File: config.mk
export PLATFORM = sky130hd
export DESIGN_NAME = ws3_queue
export DESIGN_NICKNAME = d
export VERILOG_FILES = /design/src/ws3_pkg.sv /design/src/ws3_queue.sv
export SDC_FILE = /design/constraint.sdc
export NUM_CORES = 1
export LEC_CHECK = 0
export BUFFER_PORTS_ARGS = -buffer_cell sky130_fd_sc_hd__buf_2
export CAP_MARGIN = 20
export CORE_MARGIN = 5
export CORE_UTILIZATION = 60
export CTS_BUF_LIST = sky130_fd_sc_hd__clkbuf_4 sky130_fd_sc_hd__clkbuf_8
export DETAILED_ROUTE_END_ITERATION = 16
export MAX_ROUTING_LAYER = met4
export PLACE_DENSITY = 0.83
export SYNTH_ARGS = -nofsm -noshare
export SYNTH_HDL_FRONTEND = slang
export SYNTH_SLANG_ARGS = --single-unit
File: constraint.sdc
create_clock -name clk -period 4 [get_ports clk]
set_clock_uncertainty 0.1 [all_clocks]
set_input_delay 0.2 -clock clk [delete_from_list [all_inputs] [get_ports clk]]
set_output_delay 0.2 -clock clk [all_outputs]
set_load 0.02 [all_outputs]
File: src/ws3_pkg.sv
// ----------------------------------------------------------------------------
// ws3_pkg
// Shared constants, item control struct and fixed-weight tap arithmetic for
// the weighted 3x3 RGB stencil.
// ----------------------------------------------------------------------------
package ws3_pkg;

  localparam int MAX_SIZE_DEF = 1024;
  localparam int CH_W         = 16;
  localparam int PIX_W        = 3 * CH_W;
  localparam int CFG_W        = 11;
  localparam int QUEUE_DEPTH  = 4;

  localparam logic [CFG_W-1:0] SIZE_RESET = 11'd1024;

  localparam logic ACT_PIXEL = 1'b0;
  localparam logic ACT_FLUSH = 1'b1;

  typedef struct packed {
    logic emit;
    logic last;
    logic row1;
    logic row2;
    logic col1;
    logic col2;
  } ws3_ctl_t;

  // floor(v / 5), exact for v below 2**18
  function automatic logic [CH_W-1:0] div5(input logic [17:0] v);
    logic [35:0] p;
    p = 36'(v) * 36'd52429;
    return p[33:18];
  endfunction

  function automatic logic [17:0] triple(input logic [CH_W-1:0] x);
    return {2'b00, x} + {1'b0, x, 1'b0};
  endfunction

  // floor(6x / 10)
  function automatic logic [CH_W-1:0] tap_w6(input logic [CH_W-1:0] x);
    return div5(triple(x));
  endfunction

  // floor(3x / 10)
  function automatic logic [CH_W-1:0] tap_w3(input logic [CH_W-1:0] x);
    logic [17:0] y;
    y = triple(x);
    return div5({1'b0, y[17:1]});
  endfunction

  // floor(x / 10)
  function automatic logic [CH_W-1:0] tap_w1(input logic [CH_W-1:0] x);
    return div5({3'b000, x[CH_W-1:1]});
  endfunction

  // floor(3x / 100), as floor(floor(3x / 4) / 25)
  function automatic logic [CH_W-1:0] tap_w3h(input logic [CH_W-1:0] x);
    logic [17:0] y;
    logic [39:0] p;
    y = triple(x);
    p = 40'(y[17:2]) * 40'd83887;
    return p[36:21];
  endfunction

endpackage

File: src/ws3_queue.sv
// ----------------------------------------------------------------------------
// ws3_queue
// Small first-in first-out buffer between the front and the back.
// ----------------------------------------------------------------------------
module ws3_queue import ws3_pkg::*; #(
  parameter int W     = PIX_W,
  parameter int DEPTH = QUEUE_DEPTH,
  localparam int PW = $clog2(DEPTH),
  localparam int CW = PW + 1
) (
  input  logic         clk,
  input  logic         rst,
  input  logic         push,
  input  logic [W-1:0] push_data,
  output logic         full,
  output logic         valid,
  output logic [W-1:0] data,
  input  logic         pop
);

  logic [W-1:0]  entry [DEPTH];
  logic [PW-1:0] wr_ptr;
  logic [PW-1:0] rd_ptr;
  logic [CW-1:0] count;

  assign full  = count == CW'(DEPTH);
  assign valid = count != '0;
  assign data  = entry[rd_ptr];

  always_ff @(posedge clk) begin
    if (push) begin
      entry[wr_ptr] <= push_data;
    end
  end

  always_ff @(posedge clk) begin
    if (rst) begin
      wr_ptr <= '0;
      rd_ptr <= '0;
      count  <= '0;
    end else begin
      if (push) begin
        wr_ptr <= (wr_ptr == PW'(DEPTH - 1)) ? '0 : wr_ptr + PW'(1);
      end
      if (pop) begin
        rd_ptr <= (rd_ptr == PW'(DEPTH - 1)) ? '0 : rd_ptr + PW'(1);
      end
      case ({push, pop})
        2'b10:   count <= count + CW'(1);
        2'b01:   count <= count - CW'(1);
        default: count <= count;
      endcase
    end
  end

  assert property (@(posedge clk) disable iff (rst) push |-> !full)
    else $error("item written into full queue");

  assert property (@(posedge clk) disable iff (rst) pop |-> valid)
    else $error("item read from empty queue");

  assert property (@(posedge clk) disable iff (rst)
    push && !pop |=> count == $past(count) + CW'(1))
    else $error("queue fill count lost an item");

endmodule

==> results of run 1 <==
-- stage by stage --
step | power, mW | hold slack, ns
2_1_floorplan | 2.74 | 0.169
3_3_place_gp | 2.88 | 0.311
3_5_place_dp | 2.90 | 0.317
4_1_cts | 4.54 | 0.314
5_1_grt | 4.69 | 0.330
6_report | 4.50 | 0.339
-- report_power, final --
| part | internal [mW] | switching [mW] |
|---|---|---|
| logic | 0.205 | 0.232 |
| clock network | 0.906 | 0.703 |
| registers | 2.40 | 0.0549 |
-- cells by family after synthesis --
kind of cell    after synthesis
flops                       201
mux                          51
simple gates                 15
buf+inv                      14
fa+ha+maj                     7
compound gates                4
xor+xnor                      2
-- layout by cell type (no fill, tap or decap) --
cell type / instances
o21ai_0: 1
clkinv_1: 4
clkinv_2: 3
dfxtp_4: 1
dfxtp_2: 1
buf_2: 101
dlygate4sd3_1: 52
nor3b_1: 3
ha_1: 6
xor2_1: 1
clkbuf_8: 35
edfxtp_1: 192
inv_1: 4
and2_2: 4
mux4_2: 48
or3_1: 2
dfxtp_1: 7
clkinv_4: 1
buf_4: 5
xnor2_1: 1
mux2i_1: 3
fa_1: 1
clkbuf_4: 12
a21oi_1: 3
nor2_1: 6
-- cell usage after synthesis --
cell type	number	area [um2]
or3_1	2	12.5
nor2_1	6	22.5
edfxtp_1	192	5770
buf_6	3	33.8
xnor2_1	1	8.76
xor2_1	1	8.76
ha_1	6	75.1
and2_1	4	25.0
mux4_2	48	1080
fa_1	1	20.0
inv_1	4	15.0
a21oi_1	3	15.0
clkbuf_1	2	7.51
o21ai_0	1	5.00
buf_4	2	15.0
nor3b_1	3	22.5
buf_2	3	15.0
mux2i_1	3	30.0
dfxtp_1	9	180
-- per-layer routing --
metal  vias up  wire [um]
li1       1610          -
met1      1828       5360
met2       112       6970
met3        18        584
met4         0        189
met5         -          0
-- worst max path at each step --
stage                           startpoint                     to  slack, ns  depth (start not counted)
floorplan           wr_ptr[0]$_SDFFE_PP0P_  entry[3][0]$_DFFE_PP_       1.79                          2
global placement                      flop               data[38]       1.80                          2
detailed placement                    flop               data[27]       1.79                          2
CTS                                   flop               data[27]       1.23                          2
global route                          flop               data[27]       1.13                          2
finish                                flop               data[31]       1.34                          3
-- cell type report --
type / instances / area share
Clock buffer: 47 / 0.0625
Clock inverter: 8 / 0.00424
Inverter: 4 / 0.00164
Multi-Input combinational cell: 79 / 0.145
Sequential cell: 201 / 0.650
Tap cell: 147 / 0.0201
Timing Repair Buffer: 158 / 0.116
-- registers in the layout, summed over array words and instances, names as in the netlist, named ones only --
register and cells:
entry 192, count 3, rd_ptr 2, wr_ptr 2
-- worst max-delay path: stages, from the launching register on --
cell     delay (ns)
dfxtp_2        0.89
buf_4          0.41
mux4_2         0.36
buf_2          0.18
==> impl_results.md, run 1 <==
- Hold path cells: 2
- Worst slack, placed: 1.79 ns
- R2R Setup Slk: 1.83 ns
- Antenna Nets Post-Route: 0
- Iteration count of the initial detailed-routing pass: 4
- Root buffer cell: clkbuf_8
- F_max: 375 MHz
- Via Count: 3568
- TritonCTS Buffers: 30
- FF+latch count, synth: 201
- 1st-iter DRT viols: 219
- Core area: 12000 um2
- Met3 usage: 0.0304
- Cells resized by post-CTS repair: 0
- Detailed-route DRC error count: 0
- Reg clk slew, reported paths: 0.06 ns
- Register area share after synthesis: 0.808
- Slew headroom: 0.345
- Simple-gate share of the synthesized area: 0.0112
- Least-Margin Pin Slew: 0.982 ns
- I/O Pins: 102
- Fin crit share: 0.666
- Global-route wire length before repair: 21000 um
- Clk sinks: 201
- Worst r2r src: wr_ptr[0]$_SDFFE_PP0P_
- Die height: 121 um
- Final cell count without fillers: 644
- RSZ-0062 raised after global routing: no
- Final Util: 0.762
- Avg Vias per Cell: 5.54
- Leakage power: 3.21 nW
- Reg-to-Reg End: entry[0][47]$_DFFE_PP_
- Status: finished, final reports clean
- Register-to-Register Path Depth: 4
- GRT Total Usage: 0.194
- Largest net degree at the start of global routing: 49
- Final hold viol count: 0
- Setup TNS: 0 ns
- Final Slew Violations: 0
- Hold Path Sink: entry[3][32]$_DFFE_PP_
- Post-route cell area: 9160 um2
- Grt met1 use: 0.249
- DR WL/cell: 20.3 um
- Layout area overhead: 24.4%
- Placed insts: 537
- Synth Area in Adders: 0.0129
- CTS tree: built
- DIE AREA: 14600 um2
- Layout cells sized above 1: 0.425
- Pwr/cell area: 491 nW/um2
- FP Rows: 40
- Synth Area in XOR/XNOR: 0.00238
- Htree depth: 1
- Hold WC Path Type: input port to flop
- Cells after synthesis: 294
- Antenna violations before repair: 0
- CP Launch Type: flop
- Compound-Gate Fraction of Synth Area: 0.00272
- Postcts setup bufs: 0
- Multiplexer share of the synthesized area: 0.151
- Crit-path max FO: 32
- Fillcell total: 665
- Die W: 121 um
- Average cell area after synthesis: 25.0 um2
- Synthesized area: 7360 um2
- Kind of critical path: flop to output pin
- Post-CTS Hold Buffers: 52
- # port buffers: 101
- Data arrival time of the worst path: 2.36 ns
- Max cap viols: 0
- CTS max path bufs: 3
- Count of cell types in the netlist: 19
- Final min period: 2.66 ns
- GP Congestion: 0.717
- Max IR drop VDD: 0.298 mV
- Yosys warnings: 0
- Final HPWL DP: 7720 um
- FF+latch area: 5950 um2
- Fin worst setup slack: 1.34 ns
- Clock latency on the worst-skew pair: 0.51 ns
- Syn nets: 353
- Global route hottest layer: met2
- Worst setup EP type: output pin
- # diodes: 0
- Total congestion overflow: 0
- Met2 Usage GRT: 0.329
- Final WL: 13100 um
- Final setup viols: 0
- Main combinational cell family by area after synthesis: multiplexers
- Vias in the first global route: 4044
- Min-delay src: push_data[32]
- Area of the multi-input gates: 1330 um2
- Worst path required time: 3.70 ns
- Final nets: 533
- Post-DP Area: 8020 um2
- Initial Util: 0.613
No activity file was read; power rests on OpenSTA's default activity.
==> run 2, diff against run 1 <==
--- a/config.mk
+++ b/config.mk
@@ -5,14 +5,15 @@
 export SDC_FILE = /design/constraint.sdc
 export NUM_CORES = 1
 export LEC_CHECK = 0
+export ABC_AREA = 1
 export BUFFER_PORTS_ARGS = -buffer_cell sky130_fd_sc_hd__buf_2
 export CAP_MARGIN = 20
 export CORE_MARGIN = 5
-export CORE_UTILIZATION = 60
+export CORE_UTILIZATION = 59
 export CTS_BUF_LIST = sky130_fd_sc_hd__clkbuf_4 sky130_fd_sc_hd__clkbuf_8
 export DETAILED_ROUTE_END_ITERATION = 16
 export MAX_ROUTING_LAYER = met4
-export PLACE_DENSITY = 0.83
+export PLACE_DENSITY = 0.81
 export SYNTH_ARGS = -nofsm -noshare
 export SYNTH_HDL_FRONTEND = slang
 export SYNTH_SLANG_ARGS = --single-unit
==> constraint.sdc (replaced) <==
create_clock -name clk -period 2.66 [get_ports clk]
set_clock_uncertainty 0.1 [all_clocks]
set_input_delay 0.133 -clock clk [delete_from_list [all_inputs] [get_ports clk]]
set_output_delay 0.133 -clock clk [all_outputs]
set_load 0.02 [all_outputs]
==> run 2 against run 1 <==
Global-route usage up 2.8 points. Combinational power up 97%. Critical path depth up 2. First-iteration DRC count up 120%. Synthesized area up 3.9%. Via count up 38%. Sequential power up 51%. Final cell count up 37%. Sequential share of layout area down 1.5 points. Critical path type unchanged.
==> impl_results.md, run 2 <==
- Status: finished, final reports clean
- Post-synth EDFFs: 192
- Die W: 124 um
- Fin worst setup slack: 0.240 ns
- TritonCTS Buffers: 30
- Final WL: 16600 um
- FF+latch count, synth: 201
- Hold Path Sink: entry[1][43]$_DFFE_PP_
- Most frequent cells in the layout: edfxtp_1, buf_2, nor2_1
- Reg clk slew, reported paths: 0.07 ns
- Antenna violations before repair: 0
- Layout cells sized above 1: 0.246
- Max IR drop VDD: 0.742 mV
- Global-route wire length before repair: 25200 um
- Synthesized area: 7640 um2
- Multiplexer share of the synthesized area: 0
- CTS tree: built
- GRT Total Usage: 0.221
- Final HPWL DP: 9230 um
- Largest net degree at the start of global routing: 97
- GP Congestion: 0.786
- Syn nets: 585
- Clk sinks: 201
- Crit-path max cell delay: 0.50 ns
- DIE AREA: 15300 um2
- Synth Area in XOR/XNOR: 0.00229
- Fin crit share: 0.910
- Reg-to-Reg End: entry[3][26]$_DFFE_PP_
- Slowest stage cell, crit path: dfxtp_2
- Commonest non-fill, non-tap cell in the layout: edfxtp_1
- Leakage power: 3.40 nW
- Setup TNS: 0 ns
- Final hold viol count: 0
- Avg Vias per Cell: 5.58
- Yosys top cell area share: 0.754
- RSZ-0062 raised after global routing: no
- Initial Util: 0.603
- Crit path max-delay family: buffers and inverters
- Synth Area in Adders: 0.0124
- Cells resized by post-CTS repair: 0
- Final Util: 0.740
- Primary FF master, synth: edfxtp_1
- Htree depth: 1
- Clock latency on the worst-skew pair: 0.53 ns
- Worst-path cell chain: inv_2 > buf_4 > o21ai_0 > o22ai_1 > buf_2
- # diodes: 0
- Asr flop ratio synth: 0
- Simple-gate share of the synthesized area: 0.0634
- F_max: 413 MHz
- Final Slew Violations: 0
- Iteration count of the initial detailed-routing pass: 5
- Synth top area cells: edfxtp_1, o21ai_0, nor2_1, o22ai_1, dfxtp_1
- # port buffers: 101
- Worst path required time: 2.43 ns
- Fillcell total: 781
- Worst hold slack: 0.249 ns
- Worst setup EP type: output pin
- Slew headroom: 0.515
- FF+latch area: 5950 um2
- Layout area overhead: 22.6%
- Worst r2r src: wr_ptr[0]$_SDFFE_PP0P_
- Hold path cells: 2
- Crit path buffers/inverters: 3
- Max FFs per register: 192
- Yosys warnings: 0
- Final setup viols: 0
- Register-to-Register Path Depth: 4
- Core area: 12700 um2
- Worst slack, placed: 0.840 ns
- Cells after synthesis: 526
- Most numerous cell in the Yosys netlist: edfxtp_1
- Compound-Gate Fraction of Synth Area: 0.105
- Post-CTS Hold Buffers: 52
- Top reg by flops: entry
- Pwr/cell area: 745 nW/um2
- Data arrival time of the worst path: 2.19 ns
- DR WL/cell: 18.8 um
- Least-Margin Pin Slew: 0.728 ns
- Final min period: 2.42 ns
- Total Power: 6.99 mW
- R2R Setup Slk: 0.84 ns
- CP Launch Type: flop
- Vias in the first global route: 4908
- 1st-iter DRT viols: 481
- Crit-path max FO: 30
- FP Rows: 41
- Max cap viols: 0
- Regs by FF count: entry: 192 flops, count: 3 flops
- Via Count: 4930
- Total congestion overflow: 0
- Commonest cells post-synth: edfxtp_1, nor2_1, o21ai_0, o22ai_1, inv_1
- CTS max path bufs: 3
- Min-delay src: push_data[43]
- Final nets: 747
- Count of cell types in the netlist: 25
- Root buffer cell: clkbuf_8
- Kind of critical path: flop to output pin
- Cell taking the most area after synthesis: edfxtp_1
- Average cell area after synthesis: 14.5 um2
- Die height: 124 um
- Main combinational cell family by area after synthesis: compound AO/OA/AOI/OAI gates
- Register area share after synthesis: 0.778
- Hold WC Path Type: input port to flop
- I/O Pins: 102
- Antenna Nets Post-Route: 0
- Postcts setup bufs: 0
- Area of the multi-input gates: 1400 um2
- Detailed-route DRC error count: 0
run 2: changes by cell type in the layout (fill, tap and decap cells not counted), moves of 9 or more:
cell     delta
nor2_1     +91
o21ai_1     +9
nor2_2     +10
o21ai_0    +89
o22ai_1    +48
mux4_2     -48
nand2_1    +11
run 2: per-layer routing:
metal  up-vias  part of all wire  GRT usage  routed length, um
met4         0            0.0095     0.0457                157
met1      2405              0.42      0.302               6980
met2       221              0.50      0.359               8210
li1       2287                 -          -                  -
met5         -                 0          -                  0
met3        17             0.074     0.0368               1220
run 2: worst max path at each step:
stage                       endpoint  cells past startpoint  slack, ns                    from
3_3_place_gp                data[38]                      4       0.85                    flop
6_report                    data[47]                      5       0.24                    flop
4_1_cts                     data[36]                      4       0.24                    flop
3_5_place_dp                data[36]                      4       0.84                    flop
5_1_grt                     data[40]                      5       0.10                    flop
2_1_floorplan  entry[2][0]$_DFFE_PP_                      4       0.64  wr_ptr[0]$_SDFFE_PP0P_
run 2: cells by family (layout without fill, tap and decap cells):
kind of cell / count (synthesis) / after routing
XOR/XNOR: 2 / 2
AO/OA/AOI/OAI: 149 / 149
buffers and inverters: 46 / 231
adder cells (fa/ha/maj): 7 / 7
flip-flops: 201 / 201
AND/OR/NAND/NOR: 121 / 121
run 2: report_power, final:
| group | total [mW] | switching (mW) | internal, mW |
|---|---|---|---|
| Sequential | 3.69 | 0.0558 | 3.64 |
| Combinational | 0.863 | 0.572 | 0.292 |
| Clock | 2.43 | 1.09 | 1.34 |
| Total | 6.99 | 1.72 | 5.27 |
run 2: through the flow:
stage                     area (um2)  instances
after global routing            9370        883
after detailed placement        8260        776
after floorplan                 7640        526
final                           9370        883
after global placement          8260        776
after CTS                       9370        883
run 2: final cells by class:
cell class,count,share of cell area
Clock buffer,43,0.0551
Clock inverter,12,0.00814
Inverter,15,0.00654
Multi-Input combinational cell,279,0.150
Sequential cell,201,0.635
Tap cell,172,0.0230
Timing Repair Buffer,161,0.123
==> run 3, diff against run 2 <==
--- a/config.mk
+++ b/config.mk
@@ -9,11 +9,11 @@
 export BUFFER_PORTS_ARGS = -buffer_cell sky130_fd_sc_hd__buf_2
 export CAP_MARGIN = 20
 export CORE_MARGIN = 5
-export CORE_UTILIZATION = 59
+export CORE_UTILIZATION = 48
 export CTS_BUF_LIST = sky130_fd_sc_hd__clkbuf_4 sky130_fd_sc_hd__clkbuf_8
 export DETAILED_ROUTE_END_ITERATION = 16
 export MAX_ROUTING_LAYER = met4
-export PLACE_DENSITY = 0.81
+export PLACE_DENSITY = 0.68
 export SYNTH_ARGS = -nofsm -noshare
 export SYNTH_HDL_FRONTEND = slang
 export SYNTH_SLANG_ARGS = --single-unit
==> run 3 against run 2 <==
Sequential power is essentially flat. Combinational power fell by 2%. Sequential cell count unchanged. Register-to-register slack worse by 0.11 ns. Critical path depth shrank 1. Maximum frequency down 0.32%. Final area rose by 1.1%. Via count is 1.5% lower. Critical path type unchanged. Critical endpoint is now data[40]. Highest routed layer unchanged.
==> impl_results.md, run 3 (synthesized netlist as in run 2, its figures left out) <==
- Status: finished, final reports clean
- Setup TNS: 0 ns
- Pwr/cell area: 753 nW/um2
- FP Rows: 46
- Clock latency on the worst-skew pair: 0.50 ns
- Root buffer cell: clkbuf_8
- Detailed-route DRC error count: 0
- Clk sinks: 201
- Least-Margin Pin Slew: 0.708 ns
- # port buffers: 101
- RSZ-0062 raised after global routing: no
- TritonCTS Buffers: 34
- CTS max path bufs: 3
- Leakage power: 3.43 nW
- DR WL met3: 1080 um
- Global-route wire length before repair: 25600 um
- Antenna Nets Post-Route: 0
- DIE AREA: 18500 um2
- Total congestion overflow: 0
- Final HPWL DP: 9410 um
- Htree depth: 2
- Final hold viol count: 0
- Top Metal Used: met4
- Vias in the first global route: 4974
- F_max: 412 MHz
- Layout area overhead: 24.0%
- Max cap viols: 0
- Iteration count of the initial detailed-routing pass: 5
- Layout cells sized above 1: 0.254
- I/O Pins: 102
- Largest net degree at the start of global routing: 97
- Data arrival time of the worst path: 2.19 ns
- DR WL/cell: 17.7 um
- Fin worst setup slack: 0.233 ns
- Final Slew Violations: 0
- Via Count: 4857
- # diodes: 0
- Die W: 136 um
- Worst path required time: 2.43 ns
- Slew headroom: 0.528
- Cells resized by post-CTS repair: 0
- Core area: 15800 um2
- Most frequent cells in the layout: edfxtp_1, buf_2, nor2_1
- GRT Total Usage: 0.185
- Antenna violations before repair: 0
- CP Launch Type: flop
- Final WL: 16500 um
- Worst setup EP type: output pin
- Die height: 136 um
- Final Util: 0.601
- Wire length on met1: 6540 um
- Max FFs per register: 192
- Crit-path max FO: 96
- Top reg by flops: entry
- Regs by FF count: entry: 192 flops, count: 3 flops
- GP Congestion: 0.755
- Final min period: 2.43 ns
- Final setup viols: 0
- Fin crit share: 0.913
- Reg clk slew, reported paths: 0.06 ns
- Metal2 WL: 8660 um
- Initial Util: 0.485
- Max IR drop VDD: 0.550 mV
- Final nets: 753
- 1st-iter DRT viols: 211
- Kind of critical path: flop to output pin
- CTS tree: built
- Worst slack, placed: 0.720 ns
- Commonest non-fill, non-tap cell in the layout: edfxtp_1
- Avg Vias per Cell: 5.21
- Hold WC Path Type: input port to flop
-- run 3: final cells by class --
type                       instances  area (um2)
fill                            1241        6290
sequential                       201        5950
inverter                          15        61.3
clock inverter                     8        32.5
tap                              216         270
timing repair buffer             163        1150
clock buffer                      50         613
multi-input combinational        279        1400
-- run 3: stage by stage --
stage / std cells / total power, mW / hold WS (ns) / cell area, um2
6_report: 932 / 7.14 / 0.284 / 9480
4_1_cts: 932 / 7.20 / 0.261 / 9480
3_5_place_dp: 823 / 4.55 / 0.249 / 8320
5_1_grt: 932 / 7.44 / 0.282 / 9480
2_1_floorplan: 526 / 4.25 / 0.105 / 7640
3_3_place_gp: 823 / 4.53 / 0.242 / 8320
-- run 3: metal layers --
| metal | vias to the layer above | track usage |
|---|---|---|
| met5 | - | - |
| met4 | 0 | 0.0521 |
| met3 | 22 | 0.0418 |
| met2 | 169 | 0.330 |
| met1 | 2371 | 0.211 |
| li1 | 2295 | - |
-- run 3: worst paths after layout --
check                         startpoint                endpoint  slack [ns]  cells past startpoint
hold / removal             push_data[47]  entry[2][47]$_DFFE_PP_        0.28                      2
setup / recovery                    flop                data[40]        0.23                      4
hold reg to reg   rd_ptr[0]$_SDFFE_PP0P_                    flop        0.41                      2
setup reg to reg  wr_ptr[1]$_SDFFE_PP0P_   entry[1][6]$_DFFE_PP_        0.73                      5
-- run 3: worst max-delay path: stages (launching register included) --
cell	delay [ns]
dfxtp_4	0.47
inv_6	0.54
o21ai_0	0.17
o22ai_1	0.22
buf_2	0.22
-- run 3: repair_timing --
item                                   4_1_cts  5_1_grt
setup endpoints to repair                    0        0
endpoints found under the hold margin      201        0
setup buffers                                0        0
hold buffers                                51        0
-- run 3: power by group --
group	internal, mW	switching [mW]
registers	3.64	0.0555
logic	0.290	0.559
clock network	1.47	1.13
total	5.39	1.75
