**config.mk**
```make
export PLATFORM = sky130hd
export DESIGN_NAME = ws3_front_flat
export DESIGN_NICKNAME = d
export VERILOG_FILES = /design/src/ws3_pkg.sv /design/src/ws3_stream_if.sv /design/src/ws3_front.sv /design/src/flat_wrapper.sv
export SDC_FILE = /design/constraint.sdc
export NUM_CORES = 1
export LEC_CHECK = 0
export BUFFER_PORTS_ARGS = -buffer_cell sky130_fd_sc_hd__buf_2
export CORE_MARGIN = 3
export CORE_UTILIZATION = 55
export DETAILED_ROUTE_END_ITERATION = 6
export PLACE_DENSITY = 0.88
export SLEW_MARGIN = 10
export SYNTH_ARGS = -nofsm -noshare
export SYNTH_HDL_FRONTEND = slang
export SYNTH_SLANG_ARGS = --single-unit
export TNS_END_PERCENT = 100
```
**constraint.sdc**
```tcl
create_clock -name clk -period 9.8 [get_ports clk]
set_input_delay 1.96 -clock clk [delete_from_list [all_inputs] [get_ports clk]]
set_output_delay 1.96 -clock clk [all_outputs]
set_load 0.05 [all_outputs]
```
**src/ws3_pkg.sv**
```systemverilog
// ----------------------------------------------------------------------------
// ws3_pkg
// Shared constants, item control struct and fixed-weight tap arithmetic for
// the weighted 3x3 RGB stencil.
// ----------------------------------------------------------------------------
package ws3_pkg;

  localparam int MAX_SIZE_DEF = 1024;
  localparam int CH_W         = 16;
  localparam int PIX_W        = 3 * CH_W;
  localparam int CFG_W        = 11;
  localparam int QUEUE_DEPTH  = 4;

  localparam logic [CFG_W-1:0] SIZE_RESET = 11'd1024;

  localparam logic ACT_PIXEL = 1'b0;
  localparam logic ACT_FLUSH = 1'b1;

  typedef struct packed {
    logic emit;
    logic last;
    logic row1;
    logic row2;
    logic col1;
    logic col2;
  } ws3_ctl_t;

  // floor(v / 5), exact for v below 2**18
  function automatic logic [CH_W-1:0] div5(input logic [17:0] v);
    logic [35:0] p;
    p = 36'(v) * 36'd52429;
    return p[33:18];
  endfunction

  function automatic logic [17:0] triple(input logic [CH_W-1:0] x);
    return {2'b00, x} + {1'b0, x, 1'b0};
  endfunction

  // floor(6x / 10)
  function automatic logic [CH_W-1:0] tap_w6(input logic [CH_W-1:0] x);
    return div5(triple(x));
  endfunction

  // floor(3x / 10)
  function automatic logic [CH_W-1:0] tap_w3(input logic [CH_W-1:0] x);
    logic [17:0] y;
    y = triple(x);
    return div5({1'b0, y[17:1]});
  endfunction

  // floor(x / 10)
  function automatic logic [CH_W-1:0] tap_w1(input logic [CH_W-1:0] x);
    return div5({3'b000, x[CH_W-1:1]});
  endfunction

  // floor(3x / 100), as floor(floor(3x / 4) / 25)
  function automatic logic [CH_W-1:0] tap_w3h(input logic [CH_W-1:0] x);
    logic [17:0] y;
    logic [39:0] p;
    y = triple(x);
    p = 40'(y[17:2]) * 40'd83887;
    return p[36:21];
  endfunction

endpackage

```
**src/ws3_stream_if.sv**
```systemverilog
// ----------------------------------------------------------------------------
// ws3_stream_if
// Valid/ready channels for source pixel items and result items.
// ----------------------------------------------------------------------------
interface ws3_in_if;
  logic        valid;
  logic        ready;
  logic        action;
  logic [15:0] red_in;
  logic [15:0] green_in;
  logic [15:0] blue_in;

  modport source (output valid, action, red_in, green_in, blue_in, input ready);
  modport sink   (input valid, action, red_in, green_in, blue_in, output ready);
endinterface


```
**src/ws3_front.sv**
```systemverilog
// ----------------------------------------------------------------------------
// ws3_front
// Accepts items, tracks frame position, zeroes flush and surplus data and
// tags each item with line buffer column, emit flag, frame end and tap masks.
// ----------------------------------------------------------------------------
module ws3_front import ws3_pkg::*; #(
  parameter int MAX_SIZE = MAX_SIZE_DEF,
  localparam int AW = $clog2(MAX_SIZE),
  localparam int DW = $clog2(MAX_SIZE + 1),
  localparam int EW = DW + 1,
  localparam int LW = DW + 2
) (
  input  logic              clk,
  input  logic              rst,
  input  logic              cfg_we,
  input  logic [CFG_W-1:0]  cfg_wdata,
  ws3_in_if.sink            pixel,
  output logic              push,
  output logic [AW-1:0]     push_addr,
  output ws3_ctl_t          push_ctl,
  output logic [PIX_W-1:0]  push_pix,
  input  logic              full
);

  logic [CFG_W-1:0] image_size;
  logic [DW-1:0]    dim;
  logic [LW-1:0]    lag;
  logic [AW-1:0]    in_col;
  logic [DW-1:0]    in_row;
  logic [LW-1:0]    lag_cnt;
  logic [AW-1:0]    oi;
  logic [AW-1:0]    oj;
  logic             accept;
  logic             idle_flush;
  logic             col_last;
  logic             pixels_done;
  logic             emit;
  logic             oi_last;
  logic             oj_last;
  logic [EW-1:0]    oi_p1;
  logic [EW-1:0]    oi_p2;
  logic [EW-1:0]    oj_p1;
  logic [EW-1:0]    oj_p2;

  always_comb begin
    if (image_size == '0) begin
      dim = DW'(1);
    end else if (32'(image_size) > MAX_SIZE) begin
      dim = DW'(MAX_SIZE);
    end else begin
      dim = DW'(image_size);
    end
  end

  assign lag = {1'b0, dim, 1'b0} + LW'(2);

  assign accept      = pixel.valid && pixel.ready;
  assign idle_flush  = (pixel.action == ACT_FLUSH) && (lag_cnt == '0);
  assign push        = accept && !idle_flush;
  assign pixel.ready = !full;

  assign col_last    = (EW'(in_col) + EW'(1)) == EW'(dim);
  assign pixels_done = in_row == dim;
  assign emit        = lag_cnt == lag;

  assign oi_p1   = EW'(oi) + EW'(1);
  assign oi_p2   = EW'(oi) + EW'(2);
  assign oj_p1   = EW'(oj) + EW'(1);
  assign oj_p2   = EW'(oj) + EW'(2);
  assign oi_last = oi_p1 == EW'(dim);
  assign oj_last = oj_p1 == EW'(dim);

  assign push_addr     = in_col;
  assign push_ctl.emit = emit;
  assign push_ctl.last = emit && oi_last && oj_last;
  assign push_ctl.row1 = oi_p1 < EW'(dim);
  assign push_ctl.row2 = oi_p2 < EW'(dim);
  assign push_ctl.col1 = oj_p1 < EW'(dim);
  assign push_ctl.col2 = oj_p2 < EW'(dim);

  always_comb begin
    if ((pixel.action == ACT_FLUSH) || pixels_done) begin
      push_pix = '0;
    end else begin
      push_pix = {pixel.blue_in, pixel.green_in, pixel.red_in};
    end
  end

  always_ff @(posedge clk) begin
    if (rst) begin
      image_size <= SIZE_RESET;
      in_col     <= '0;
      in_row     <= '0;
      lag_cnt    <= '0;
      oi         <= '0;
      oj         <= '0;
    end else if (cfg_we) begin
      image_size <= cfg_wdata;
      in_col     <= '0;
      in_row     <= '0;
      lag_cnt    <= '0;
      oi         <= '0;
      oj         <= '0;
    end else if (push) begin
      if (push_ctl.last) begin
        in_col  <= '0;
        in_row  <= '0;
        lag_cnt <= '0;
        oi      <= '0;
        oj      <= '0;
      end else begin
        if (col_last) begin
          in_col <= '0;
          if (!pixels_done) begin
            in_row <= in_row + DW'(1);
          end
        end else begin
          in_col <= in_col + AW'(1);
        end
        if (!emit) begin
          lag_cnt <= lag_cnt + LW'(1);
        end else if (oj_last) begin
          oj <= '0;
          oi <= oi + AW'(1);
        end else begin
          oj <= oj + AW'(1);
        end
      end
    end
  end

  assert property (@(posedge clk) disable iff (rst) EW'(in_col) < EW'(dim))
    else $error("line buffer column beyond image width");

  assert property (@(posedge clk) disable iff (rst) in_row <= dim)
    else $error("input row count beyond image height");

  assert property (@(posedge clk) disable iff (rst)
    push && push_ctl.last && !cfg_we |=> lag_cnt == '0 && in_col == '0 && oi == '0)
    else $error("frame counters not cleared after frame end");

endmodule

```
**src/flat_wrapper.sv**
```systemverilog
// flat-port wrapper written by rule: the top's interface ports become plain ports
module ws3_front_flat import ws3_pkg::*;
#(
  parameter int MAX_SIZE = MAX_SIZE_DEF,
  localparam int AW = $clog2(MAX_SIZE),
  localparam int DW = $clog2(MAX_SIZE + 1),
  localparam int EW = DW + 1,
  localparam int LW = DW + 2
)
  (clk, rst, cfg_we, cfg_wdata, push, push_addr, push_ctl, push_pix, full, pixel_valid, pixel_action, pixel_red_in, pixel_green_in, pixel_blue_in, pixel_ready);
  ws3_in_if pixel_i ();
  input  logic clk;
  input  logic rst;
  input  logic cfg_we;
  input  logic [CFG_W-1:0] cfg_wdata;
  output logic push;
  output logic [AW-1:0] push_addr;
  output ws3_ctl_t push_ctl;
  output logic [PIX_W-1:0] push_pix;
  input  logic full;
  input wire logic [$bits(pixel_i.valid)-1:0] pixel_valid;
  input wire logic [$bits(pixel_i.action)-1:0] pixel_action;
  input wire logic [$bits(pixel_i.red_in)-1:0] pixel_red_in;
  input wire logic [$bits(pixel_i.green_in)-1:0] pixel_green_in;
  input wire logic [$bits(pixel_i.blue_in)-1:0] pixel_blue_in;
  output wire logic [$bits(pixel_i.ready)-1:0] pixel_ready;
  assign pixel_i.valid = pixel_valid;
  assign pixel_i.action = pixel_action;
  assign pixel_i.red_in = pixel_red_in;
  assign pixel_i.green_in = pixel_green_in;
  assign pixel_i.blue_in = pixel_blue_in;
  assign pixel_ready = pixel_i.ready;
  ws3_front #(.MAX_SIZE(MAX_SIZE)) u_core (.clk(clk), .rst(rst), .cfg_we(cfg_we), .cfg_wdata(cfg_wdata), .pixel(pixel_i), .push(push), .push_addr(push_addr), .push_ctl(push_ctl), .push_pix(push_pix), .full(full));
endmodule
```
==> impl_metrics.py, run 1 <==
metrics = {
    "clock_network": {
        "postCtsSetupRepairBufs": 0,
        "clk_pin_slew_worst_paths_ps": 80,
        "numClockSinks": 65,
        "buffer_levels_on_the_longest_clock_path": 2,
        "worstSkewPairLatency_ps": 370,
        "htreeDepth": 3,
        "ctsResizeCount": 0,
        "number_of_buffers_added_by_the_clock_tree_synthesis_step": 9,
        "tritoncts": "built",
        "cts_hold_buf": 0,
        "clockRootBuffer": "sky130_fd_sc_hd__clkbuf_8",
    },
    "finish": {
        "total_of_fill_cells_in_the_finished_design": 881,
        "layout_commonest_cell": "sky130_fd_sc_hd__buf_2",
        "layout.core_utilization": 0.6600,
        "area_growth_from_synthesis_to_layout_pct": 14.38,
        "most-common-layout-cells": "130 x sky130_fd_sc_hd__buf_2, 72 x sky130_fd_sc_hd__nand2_1, 65 x sky130_fd_sc_hd__dfxtp_1, 55 x sky130_fd_sc_hd__nor2_1, 53 x sky130_fd_sc_hd__ha_1",
        "drive_above_1_share": 0.1930,
        "ant_diodes": 0,
        "fin_cells": 993,
        "multi_input_area_sq_mm": 0.004175,
        "area.sequential_sq_mm": 0.001301,
        "final_net_count": 973,
    },
    "worst_setup_path": {
        "startpoint_class_of_the_critical_path": "register",
        "timing.critical_path.cells": "nor4_1 > a32oi_1 > inv_1 > ha_1 > nand3_1 > or4_1 > o32ai_1 > a31oi_1 > nor4_4 > nand2_1 > inv_1 > buf_2",
        "data_arrival_critical_path_ps": 4320,
        "worst_setup_path_end_kind": "output port",
        "crit_fanout": 13,
        "maximum_single_stage_delay_on_the_critical_path_ps": 580,
        "critPathRequiredTime_ps": 7840,
        "crit_path_top_delay_cell": "sky130_fd_sc_hd__or4_1",
        "cpMostUsedCell": "sky130_fd_sc_hd__inv_1",
        "category_of_the_most_critical_setup_path": "reg -> out",
    },
    "global_route": {
        "maximum_number_of_pins_on_one_net_before_global_route_repair": 49,
        "antenna_violations_before_repair": 0,
        "overflow": 0,
        "grt_pass1_vias": 5595,
        "global_route.usage.total": 0.3116,
        "global_route_wire_length_before_repair_mm": 28.49,
    },
    "timing": {
        "slew_violations": 0,
        "layout_min_cycle_time_ps": 6277,
        "final.setup.tns_ps": 0,
        "hold_viol_final": 0,
        "max_clock_freq_mhz": 159.3,
        "maxSlewHeadroom": 0.4106,
        "worst_slew_pin_slew_ps": 879.9,
        "setup_viol": 0,
        "final_min_period_over_clock_period": 0.6405,
        "clock-skew-final_ps": 12.64,
        "rsz_0062_raised_after_global_routing": "false",
    },
    "place": {
        "numPortBuffers": 130,
        "post-dp-hpwl_mm": 13.61,
        "finalWeightedCongestion": 0.9577,
        "place.detailed.instances": 977,
    },
    "pwr": {
        "seq_power_share": 0.423,
        "leakagePower_uw": 0.002858,
        "p_int_uw": 405.9,
        "design_power_total_uw": 648.1,
        "worst_vdd_rail_ir_drop_v": 0.00006078,
        "power_per_cell_area_mw_per_mm2": 98.19,
        "p_sw_uw": 242.2,
        "clkPwrFrac": 0.329,
        "combPwrFrac": 0.248,
        "power_switching_share": 0.3737,
    },
    "die": {
        "coreArea_sq_mm": 0.01000,
        "floorplan.die_area_sq_mm": 0.01176,
        "die_w_microns": 108.4,
        "pin_count": 131,
        "initial_core_util": 0.5771,
        "rows": 36,
        "die_height_microns": 108.4,
    },
    "synth": {
        "synth_cell_types": 63,
        "yosys_register_bits": 65,
        "number_of_warning_messages_in_the_yosys_log": 0,
        "synth_area_per_cell_sq_um": 7.613,
        "post_synth_instance_area_sq_mm": 0.005771,
        "synth-edff-count": 0,
        "total_nets_after_synthesis": 876,
        "synthFlopType": "sky130_fd_sc_hd__dfxtp_1",
        "mapped_cells": 758,
        "asyncSetResetFlopFracSynth": 0,
        "yosysSeqAreaShare": 0.2255,
    },
    "drt": {
        "post-route-drc-count": 0,
        "remaining_antenna_violation_count": 0,
        "drt_first_iter_violations": 583,
        "vias_per_cell": 6.143,
        "routed-via-count": 6100,
        "drt_pass_1_iters": 5,
        "wl_mm": 18.40,
        "wl_per_cell_microns": 18.53,
    },
    "outcome": {
        "outcome": "finished clean",
    },
    "worst_hold_path": {
        "min-delay-path-class": "reg -> reg",
    },
    "flow_run": {
        "timing.max_cap.violations": 0,
    },
}
[power by group through the flow]
stage                     Clock [uW]  Combinational [uW]  Sequential, uW
after floorplan                    0                 117             275
after global placement             0                 157             280
after global routing             225                 171             275
after detailed placement           0                 158             280
after CTS                        213                 159             274
final                            213                 161             274
[critical path: cells and delay by family, from the launching register on]
family / cells / cell delay, ps
compound gates: 3 / 640
simple gates: 5 / 2040
fa+ha+maj: 1 / 230
buf+inv: 3 / 610
flops: 1 / 430
[worst paths after layout]
| kind | slack, ps | endpoint | cells after the start | from |
|---|---|---|---|---|
| worst max-delay path | 3520 | push_ctl[4] | 12 | u_core.image_size[1] |
| worst min-delay path | 500 | u_core.push_addr[8] | 2 | u_core.push_addr[8] |
| worst max register to register | 4930 | u_core.lag_cnt[3] | 13 | u_core.image_size[1] |
| worst min register to register | 500 | u_core.push_addr[8] | 2 | u_core.push_addr[8] |
[through the flow]
stage / hold slack [ps] / worst slack, ps / area [sq um]
after CTS: 498.0 / 3617 / 6596
final: 502.2 / 3523 / 6600
after detailed placement: 488.7 / 4024 / 6425
after floorplan: 465.6 / 4245 / 5771
after global placement: 472.8 / 4137 / 6425
after global routing: 520.2 / 3324 / 6600
[area by class of cell]
class,count,area share
Sequential cell,65,0.1972
Timing Repair Buffer,133,0.1020
Multi-Input combinational cell,616,0.6326
Clock buffer,9,0.01877
Tap cell,133,0.02521
Clock inverter,7,0.007204
Inverter,30,0.01706
[synth_stat cells (3+ instances only)]
cell type	count	area (sq um)
sky130_fd_sc_hd__a21o_1	8	60.06
sky130_fd_sc_hd__and2_1	49	306.5
sky130_fd_sc_hd__and4_1	3	26.28
sky130_fd_sc_hd__a211oi_1	3	22.52
sky130_fd_sc_hd__nor2b_1	10	62.56
sky130_fd_sc_hd__or4_1	4	30.03
sky130_fd_sc_hd__a31oi_1	9	56.30
sky130_fd_sc_hd__or3_1	3	18.77
sky130_fd_sc_hd__nor3_1	17	85.08
sky130_fd_sc_hd__mux2i_1	13	130.1
sky130_fd_sc_hd__a21oi_1	40	200.2
sky130_fd_sc_hd__xnor2_1	40	350.3
sky130_fd_sc_hd__buf_2	7	35.03
sky130_fd_sc_hd__dfxtp_1	65	1301
sky130_fd_sc_hd__ha_1	53	663.1
sky130_fd_sc_hd__o211ai_1	8	60.06
sky130_fd_sc_hd__xor2_1	22	192.7
sky130_fd_sc_hd__mux2_2	3	33.78
sky130_fd_sc_hd__nand4_1	24	150.1
sky130_fd_sc_hd__a31o_2	3	26.28
sky130_fd_sc_hd__nand3_1	52	260.3
sky130_fd_sc_hd__clkbuf_1	35	131.4
sky130_fd_sc_hd__nand2b_1	13	81.33
sky130_fd_sc_hd__and3_1	20	125.1
sky130_fd_sc_hd__o31ai_1	3	22.52
sky130_fd_sc_hd__nand4b_1	3	26.28
sky130_fd_sc_hd__nor4_1	6	37.54
sky130_fd_sc_hd__o21a_1	11	82.58
sky130_fd_sc_hd__nand2_1	72	270.3
sky130_fd_sc_hd__o21ai_0	22	110.1
sky130_fd_sc_hd__a41oi_1	4	35.03
sky130_fd_sc_hd__inv_1	28	105.1
sky130_fd_sc_hd__nor4b_1	3	26.28
sky130_fd_sc_hd__o32ai_1	3	26.28
sky130_fd_sc_hd__buf_1	3	11.26
sky130_fd_sc_hd__nor3b_1	3	22.52
sky130_fd_sc_hd__a22oi_1	4	30.03
sky130_fd_sc_hd__a221oi_1	3	26.28
sky130_fd_sc_hd__nor2_1	55	206.5
[flip-flops by register name, indices dropped and copies added (netlist names)]
signal and cells:
u_core.image_size 11, u_core.in_row 11, u_core.lag_cnt 13, u_core.oi 10, u_core.oj 10, u_core.push_addr 10
[cell families after synthesis]
family,Yosys count,share of synthesized area
fa+ha+maj,53,0.1149
simple gates,346,0.3179
compound gates,136,0.1544
mux,16,0.02840
xor+xnor,65,0.1060
buf+inv,77,0.05290
flops,65,0.2255
[routing by layer]
layer / track usage / part of all wire / up-vias
li1: - / - / 2887
met1: 0.3690 / 0.38 / 2779
met2: 0.5115 / 0.45 / 361
met3: 0.06567 / 0.10 / 73
met4: 0.1966 / 0.062 / 0
met5: 0 / 0 / -
Note: power is estimated with default switching activity, not from simulation.
==> inputs of run 2 (changes only) <==
Settings changed: ABC_AREA set to 1.
Clock period 9.8 ns to 6 ns, I/O delays scaled along.
==> run 2 against run 1 <==
Die area up 3.3%. Design area up 3.7%. Sequential power up 62%. Critical path type unchanged. Largest power group unchanged.
==> impl_metrics.py, run 2 <==
metrics = {
    "place": {
        "numPortBuffers": 130,
        "finalWeightedCongestion": 1.038,
        "placement.setup.worst_slack_ps": 1520,
        "post-dp-hpwl_mm": 13.69,
    },
    "synth": {
        "synthDominantCellAreaShare": 0.2179,
        "synth_top_area_cell": "sky130_fd_sc_hd__dfxtp_1",
        "post_synth_instance_area_sq_mm": 0.005971,
        "total_nets_after_synthesis": 1104,
        "netlist_top_cells_count": "207 x sky130_fd_sc_hd__nand2_1, 165 x sky130_fd_sc_hd__nor2_1, 163 x sky130_fd_sc_hd__inv_1",
        "synth_cell_types": 42,
        "synthFlopType": "sky130_fd_sc_hd__dfxtp_1",
        "asyncSetResetFlopFracSynth": 0,
        "number_of_warning_messages_in_the_yosys_log": 0,
        "synth_top_cells_by_area": "sky130_fd_sc_hd__dfxtp_1 22%, sky130_fd_sc_hd__nand2_1 13%, sky130_fd_sc_hd__ha_1 11%",
        "yosysSeqAreaShare": 0.2179,
        "synth-edff-count": 0,
        "yosysMostFrequentCell": "sky130_fd_sc_hd__nand2_1",
        "yosys_register_bits": 65,
        "synth_area_per_cell_sq_um": 6.056,
        "mapped_cells": 986,
    },
    "timing": {
        "maxSlewHeadroom": 0.4652,
        "worst_slack_ps": 1092,
        "final.setup.tns_ps": 0,
        "slew_violations": 0,
        "max_clock_freq_mhz": 203.7,
        "final_min_period_over_clock_period": 0.8181,
        "rsz_0062_raised_after_global_routing": "false",
        "worst_slew_pin_slew_ps": 800.0,
        "hold_viol_final": 0,
        "setup_viol": 0,
        "hold_slack_ps": 492.5,
        "layout_min_cycle_time_ps": 4908,
        "clock-skew-final_ps": 9.513,
    },
    "clock_network": {
        "buffer_levels_on_the_longest_clock_path": 2,
        "htreeDepth": 3,
        "ctsResizeCount": 0,
        "clockRootBuffer": "sky130_fd_sc_hd__clkbuf_8",
        "numClockSinks": 65,
        "clk_pin_slew_worst_paths_ps": 70,
        "number_of_buffers_added_by_the_clock_tree_synthesis_step": 9,
        "postCtsSetupRepairBufs": 0,
        "tritoncts": "built",
        "cts_hold_buf": 0,
        "worstSkewPairLatency_ps": 360,
    },
    "pwr": {
        "leakagePower_uw": 0.003586,
        "worst_vdd_rail_ir_drop_v": 0.00009619,
        "power_per_cell_area_mw_per_mm2": 154.3,
    },
    "worst_setup_path": {
        "r2r_setup_slack_ps": 2060,
        "r2r_depth": 17,
        "worst_setup_path_end_kind": "output port",
        "data_arrival_critical_path_ps": 3710,
        "startpoint_class_of_the_critical_path": "register",
        "r2r-end": "u_core.lag_cnt[5]",
        "critPathRequiredTime_ps": 4800,
        "critical_path.endpoint": "push_ctl[4]",
        "category_of_the_most_critical_setup_path": "reg -> out",
        "timing.critical_path.cells": "nor2_4 > nand3_2 > o21bai_4 > nand2_1 > inv_1 > ha_1 > nand4_1 > nor3_1 > nor2_1 > nor2_1 > nand3_1 > nor2_4 > nand2_1 > inv_1 > buf_2",
        "crit_fanout": 19,
        "startpoint_of_the_lowest_slack_register_to_register_path": "u_core.image_size[2]",
        "cp-startpoint": "u_core.image_size[2]",
        "crit_path_top_delay_cell": "sky130_fd_sc_hd__dfxtp_1",
        "maximum_single_stage_delay_on_the_critical_path_ps": 410,
    },
    "finish": {
        "drive_above_1_share": 0.1447,
        "total_of_fill_cells_in_the_finished_design": 963,
        "largest_register": "u_core.lag_cnt",
        "ant_diodes": 0,
        "reg_top3": "u_core.lag_cnt: 13 flops, u_core.image_size: 11 flops, u_core.in_row: 11 flops",
        "layout_commonest_cell": "sky130_fd_sc_hd__nand2_1",
        "multi_input_area_sq_mm": 0.003905,
        "largest_register_ff_count": 13,
        "final_net_count": 1220,
        "area.sequential_sq_mm": 0.001301,
        "area_growth_from_synthesis_to_layout_pct": 14.61,
        "most-common-layout-cells": "207 x sky130_fd_sc_hd__nand2_1, 165 x sky130_fd_sc_hd__nor2_1, 163 x sky130_fd_sc_hd__inv_1, 130 x sky130_fd_sc_hd__buf_2, 77 x sky130_fd_sc_hd__nand3_1",
    },
    "die": {
        "die_w_microns": 110.2,
        "rows": 37,
        "floorplan.die_area_sq_mm": 0.01214,
        "initial_core_util": 0.5707,
        "die_height_microns": 110.2,
        "coreArea_sq_mm": 0.01046,
        "pin_count": 131,
    },
    "drt": {
        "drt_first_iter_violations": 578,
        "post-route-drc-count": 0,
        "wl_per_cell_microns": 14.29,
        "wl_mm": 17.75,
        "routed-via-count": 6660,
        "remaining_antenna_violation_count": 0,
        "vias_per_cell": 5.362,
        "drt_pass_1_iters": 5,
    },
    "global_route": {
        "antenna_violations_before_repair": 0,
        "global_route_wire_length_before_repair_mm": 28.23,
        "overflow": 0,
        "grt_pass1_vias": 6026,
        "global_route.usage.total": 0.2961,
        "maximum_number_of_pins_on_one_net_before_global_route_repair": 49,
    },
    "flow_run": {
        "timing.max_cap.violations": 0,
    },
    "outcome": {
        "outcome": "finished clean",
    },
    "worst_hold_path": {
        "min-delay-path-class": "reg -> reg",
    },
}
run 2: cell types whose count changed in the layout (fill, tap and decap cells not counted), moves of 11 or more:
| cell | delta |
|---|---|
| sky130_fd_sc_hd__inv_1 | +135 |
| sky130_fd_sc_hd__nand2_1 | +135 |
| sky130_fd_sc_hd__nor2_1 | +110 |
| sky130_fd_sc_hd__and2_1 | -49 |
| sky130_fd_sc_hd__xnor2_1 | -37 |
| sky130_fd_sc_hd__nand3_1 | +25 |
| sky130_fd_sc_hd__xor2_1 | +20 |
| sky130_fd_sc_hd__and3_1 | -18 |
| sky130_fd_sc_hd__a21oi_1 | +13 |
| sky130_fd_sc_hd__mux2i_1 | -13 |
| sky130_fd_sc_hd__nand2b_1 | -13 |
| sky130_fd_sc_hd__nor3_1 | +11 |
run 2: worst min-delay path by stage:
stage / endpoint / startpoint / slack (ps) / depth (start not counted)
3_5_place_dp: u_core.image_size[0] / u_core.image_size[0] / 480 / 2
5_1_grt: u_core.image_size[0] / u_core.image_size[0] / 520 / 2
2_1_floorplan: u_core.image_size[0] / u_core.image_size[0] / 450 / 2
3_3_place_gp: u_core.oi[8] / u_core.oi[8] / 480 / 2
4_1_cts: u_core.image_size[0] / u_core.image_size[0] / 490 / 2
6_report: u_core.image_size[0] / u_core.image_size[0] / 490 / 2
run 2: cell type report:
class	count	area share
clock buffers	12	0.02121
clock inverters	3	0.002560
inverters	168	0.09216
multi-input cells	725	0.5707
flip-flops and latches	65	0.1902
well taps	136	0.02487
repair buffers	133	0.09837
run 2: metal layers:
| metal | wire length [microns] | track usage | up-vias |
|---|---|---|---|
| met2 | 8046 | 0.4909 | 312 |
| met5 | 0 | 0 | - |
| met4 | 699 | 0.1522 | 0 |
| li1 | - | - | 3374 |
| met1 | 7256 | 0.3653 | 2917 |
| met3 | 1743 | 0.05591 | 57 |
run 2: kinds of logic (layout without fill, tap and decap cells):
group           count (synthesis)  after routing  share of synthesized area
flops                          65             65                     0.2179
xor+xnor                       45             45                    0.06601
compound gates                102            102                     0.1016
fa+ha+maj                      53             53                     0.1111
simple gates                  525            525                     0.3753
buf+inv                       196            316                     0.1280
run 2: critical path, delay by kind of cell, from the launching register on:
kind,cells,cell delay [ps]
AND/OR/NAND/NOR,10,1720
flip-flops,1,410
buffers and inverters,3,620
adder cells (fa/ha/maj),1,260
AO/OA/AOI/OAI,1,360
run 2: metrics by stage:
stage	cell area (sq um)	util	total power, uW	std cells
6_report	6843	0.6540	1056	1242
5_1_grt	6843	0.6540	1104	1242
4_1_cts	6843	0.6540	1059	1242
3_5_place_dp	6680	0.6385	736.7	1227
3_3_place_gp	6680	0.6385	733.6	1227
2_1_floorplan	5971	-	661.2	986
run 2: report_power, final:
part	total [uW]	switching, uW	internal (uW)
logic	284	210	75.0
clock network	326	168	158
registers	445	8.53	437
==> inputs of run 3 (changes only) <==
Settings changed: ABC_AREA 1 to 0.
Clock period 6 ns to 4.8 ns, I/O delays scaled along.
==> run 3 against run 2 <==
Routed wire length increased by 4.4%. Critical endpoint is now push_ctl[5]. Clock-buffer cell count decreased by 1. Largest power group unchanged. Global-route usage increased by 2.2 points. Combinational power increased by 21%. Sequential power increased by 25%. Register-to-register slack got worse by 1300 ps. Highest routed layer unchanged. Flip-flop and latch count unchanged. Final cell count decreased by 19%. Sequential share of layout area increased by 0.29 points.
==> impl_metrics.py, run 3 (synthesized netlist as in run 1, its figures left out) <==
metrics = {
    "die": {
        "initial_core_util": 0.5771,
        "pin_count": 131,
        "coreArea_sq_mm": 0.01000,
        "die_height_microns": 108.4,
        "rows": 36,
        "die_w_microns": 108.4,
        "floorplan.die_area_sq_mm": 0.01176,
    },
    "pwr": {
        "p_int_uw": 920.9,
        "clkPwrFrac": 0.362,
        "seq_power_share": 0.394,
        "worst_vdd_rail_ir_drop_v": 0.0001382,
        "p_sw_uw": 488.9,
        "power_per_cell_area_mw_per_mm2": 208.8,
        "combPwrFrac": 0.244,
        "leakagePower_uw": 0.002939,
        "power_switching_share": 0.3468,
    },
    "finish": {
        "reg_top3": "u_core.lag_cnt: 13 flops, u_core.image_size: 11 flops, u_core.in_row: 11 flops",
        "final_net_count": 985,
        "fin_cells": 1006,
        "most-common-layout-cells": "129 x sky130_fd_sc_hd__buf_2, 72 x sky130_fd_sc_hd__nand2_1, 63 x sky130_fd_sc_hd__dfxtp_1, 55 x sky130_fd_sc_hd__nor2_1, 53 x sky130_fd_sc_hd__ha_1",
        "largest_register_ff_count": 13,
        "area_growth_from_synthesis_to_layout_pct": 17.00,
        "largest_register": "u_core.lag_cnt",
        "layout_commonest_cell": "sky130_fd_sc_hd__buf_2",
        "drive_above_1_share": 0.2064,
    },
    "worst_setup_path": {
        "cp-startpoint": "u_core.image_size[5]",
        "worst_setup_path_end_kind": "output port",
        "r2r_depth": 15,
        "startpoint_of_the_lowest_slack_register_to_register_path": "u_core.image_size[5]",
        "critPathRequiredTime_ps": 3840,
        "r2r_setup_slack_ps": 800,
        "r2r-end": "u_core.lag_cnt[6]",
        "startpoint_class_of_the_critical_path": "register",
        "data_arrival_critical_path_ps": 3630,
        "crit_fanout": 18,
        "category_of_the_most_critical_setup_path": "reg -> out",
    },
    "clock_network": {
        "worstSkewPairLatency_ps": 360,
        "clk_pin_slew_worst_paths_ps": 80,
        "numClockSinks": 65,
        "postCtsSetupRepairBufs": 0,
        "buffer_levels_on_the_longest_clock_path": 2,
        "tritoncts": "built",
        "clockRootBuffer": "sky130_fd_sc_hd__clkbuf_8",
        "htreeDepth": 3,
        "number_of_buffers_added_by_the_clock_tree_synthesis_step": 9,
    },
    "global_route": {
        "maximum_number_of_pins_on_one_net_before_global_route_repair": 49,
        "overflow": 0,
        "globalRouteMet1Util": 0.3591,
        "global_route.usage.met3": 0.09015,
        "antenna_violations_before_repair": 1,
        "grt_pass1_vias": 5713,
        "grt_use_met2": 0.5115,
        "global_route_wire_length_before_repair_mm": 29.26,
        "gr-max-usage-layer": "met2",
        "global_route.usage.total": 0.3186,
    },
    "drt": {
        "remaining_antenna_violation_count": 0,
        "wl_mm": 18.52,
        "post-route-drc-count": 0,
        "drt_first_iter_violations": 565,
        "vias_per_cell": 6.112,
        "drt_pass_1_iters": 5,
        "wl_per_cell_microns": 18.41,
        "routed-via-count": 6149,
    },
    "worst_hold_path": {
        "holdPathEnd": "u_core.push_addr[8]",
        "hold_depth": 2,
        "min-delay-path-class": "reg -> reg",
        "min-delay-start": "u_core.push_addr[8]",
    },
    "timing": {
        "layout_min_cycle_time_ps": 4595,
        "final_min_period_over_clock_period": 0.9572,
        "maxSlewHeadroom": 0.5605,
        "hold_viol_final": 0,
        "final.setup.tns_ps": 0,
        "slew_violations": 0,
        "hold_slack_ps": 489.8,
        "setup_viol": 0,
        "clock-skew-final_ps": 13.21,
        "max_clock_freq_mhz": 217.7,
        "rsz_0062_raised_after_global_routing": "false",
        "worst_slew_pin_slew_ps": 657.5,
    },
    "place": {
        "numPortBuffers": 130,
        "place.detailed.instances": 989,
        "finalWeightedCongestion": 0.9344,
        "post-dp-hpwl_mm": 13.72,
    },
    "flow_run": {
        "timing.max_cap.violations": 0,
    },
    "outcome": {
        "outcome": "finished clean",
    },
}
-- run 3: power by group through the flow --
stage / Clock (uW) / Sequential (uW) / Combinational [uW]
global placement: 0 / 567 / 332
detailed placement: 0 / 567 / 335
finish: 510 / 556 / 344
CTS: 511 / 555 / 338
floorplan: 0 / 562 / 240
global route: 538 / 557 / 363
-- run 3: critical path, stage by stage, from the launching register on --
cell and delay [ps]:
sky130_fd_sc_hd__dfxtp_1 500, sky130_fd_sc_hd__nor4_1 100, sky130_fd_sc_hd__a32oi_1 390, sky130_fd_sc_hd__inv_1 210, sky130_fd_sc_hd__ha_1 270, sky130_fd_sc_hd__nand3_1 110
sky130_fd_sc_hd__buf_4 170, sky130_fd_sc_hd__xor2_1 150, sky130_fd_sc_hd__o31ai_1 70, sky130_fd_sc_hd__or4_1 530, sky130_fd_sc_hd__nor4_4 210, sky130_fd_sc_hd__buf_4 280
sky130_fd_sc_hd__clkbuf_4 270
-- run 3: metrics by stage --
stage          cell area, sq um    util  power [uW]  setup WS (ps)
6_report                   6751  0.6752        1410          205.5
5_1_grt                    6751  0.6752        1458          10.62
2_1_floorplan              5771       -       801.2          245.3
3_5_place_dp               6515  0.6515       901.6          360.9
3_3_place_gp               6515  0.6515       898.9          476.7
4_1_cts                    6735  0.6735        1403          120.7
-- run 3: what timing repair did --
item | 4_1_cts | 5_1_grt
gates resized for setup | 1 | 4
endpoints found under the setup margin | 1 | 2
hold buffers | 0 | 0
-- run 3: metal layers --
metal	wire [microns]	up-vias
met5	0	-
li1	-	2919
met2	8278	360
met1	6900	2788
met3	2051	82
met4	1292	0
-- run 3: worst max-delay path by stage --
stage          slack [ps]          end
6_report              210  push_ctl[5]
5_1_grt                10  push_ctl[5]
4_1_cts               120  push_ctl[5]
3_5_place_dp          360  push_ctl[5]
3_3_place_gp          480  push_ctl[5]
2_1_floorplan         250  push_ctl[4]
-- run 3: cell type report --
| class | count | area (sq um) |
|---|---|---|
| antenna | 1 | 2.502 |
| clock buffer | 11 | 151.4 |
| clock inverter | 5 | 62.56 |
| fill | 859 | 3248 |
| inverter | 30 | 112.6 |
| multi-input combinational | 616 | 4187 |
| sequential | 65 | 1304 |
| tap | 133 | 166.4 |
| timing repair buffer | 145 | 765.7 |
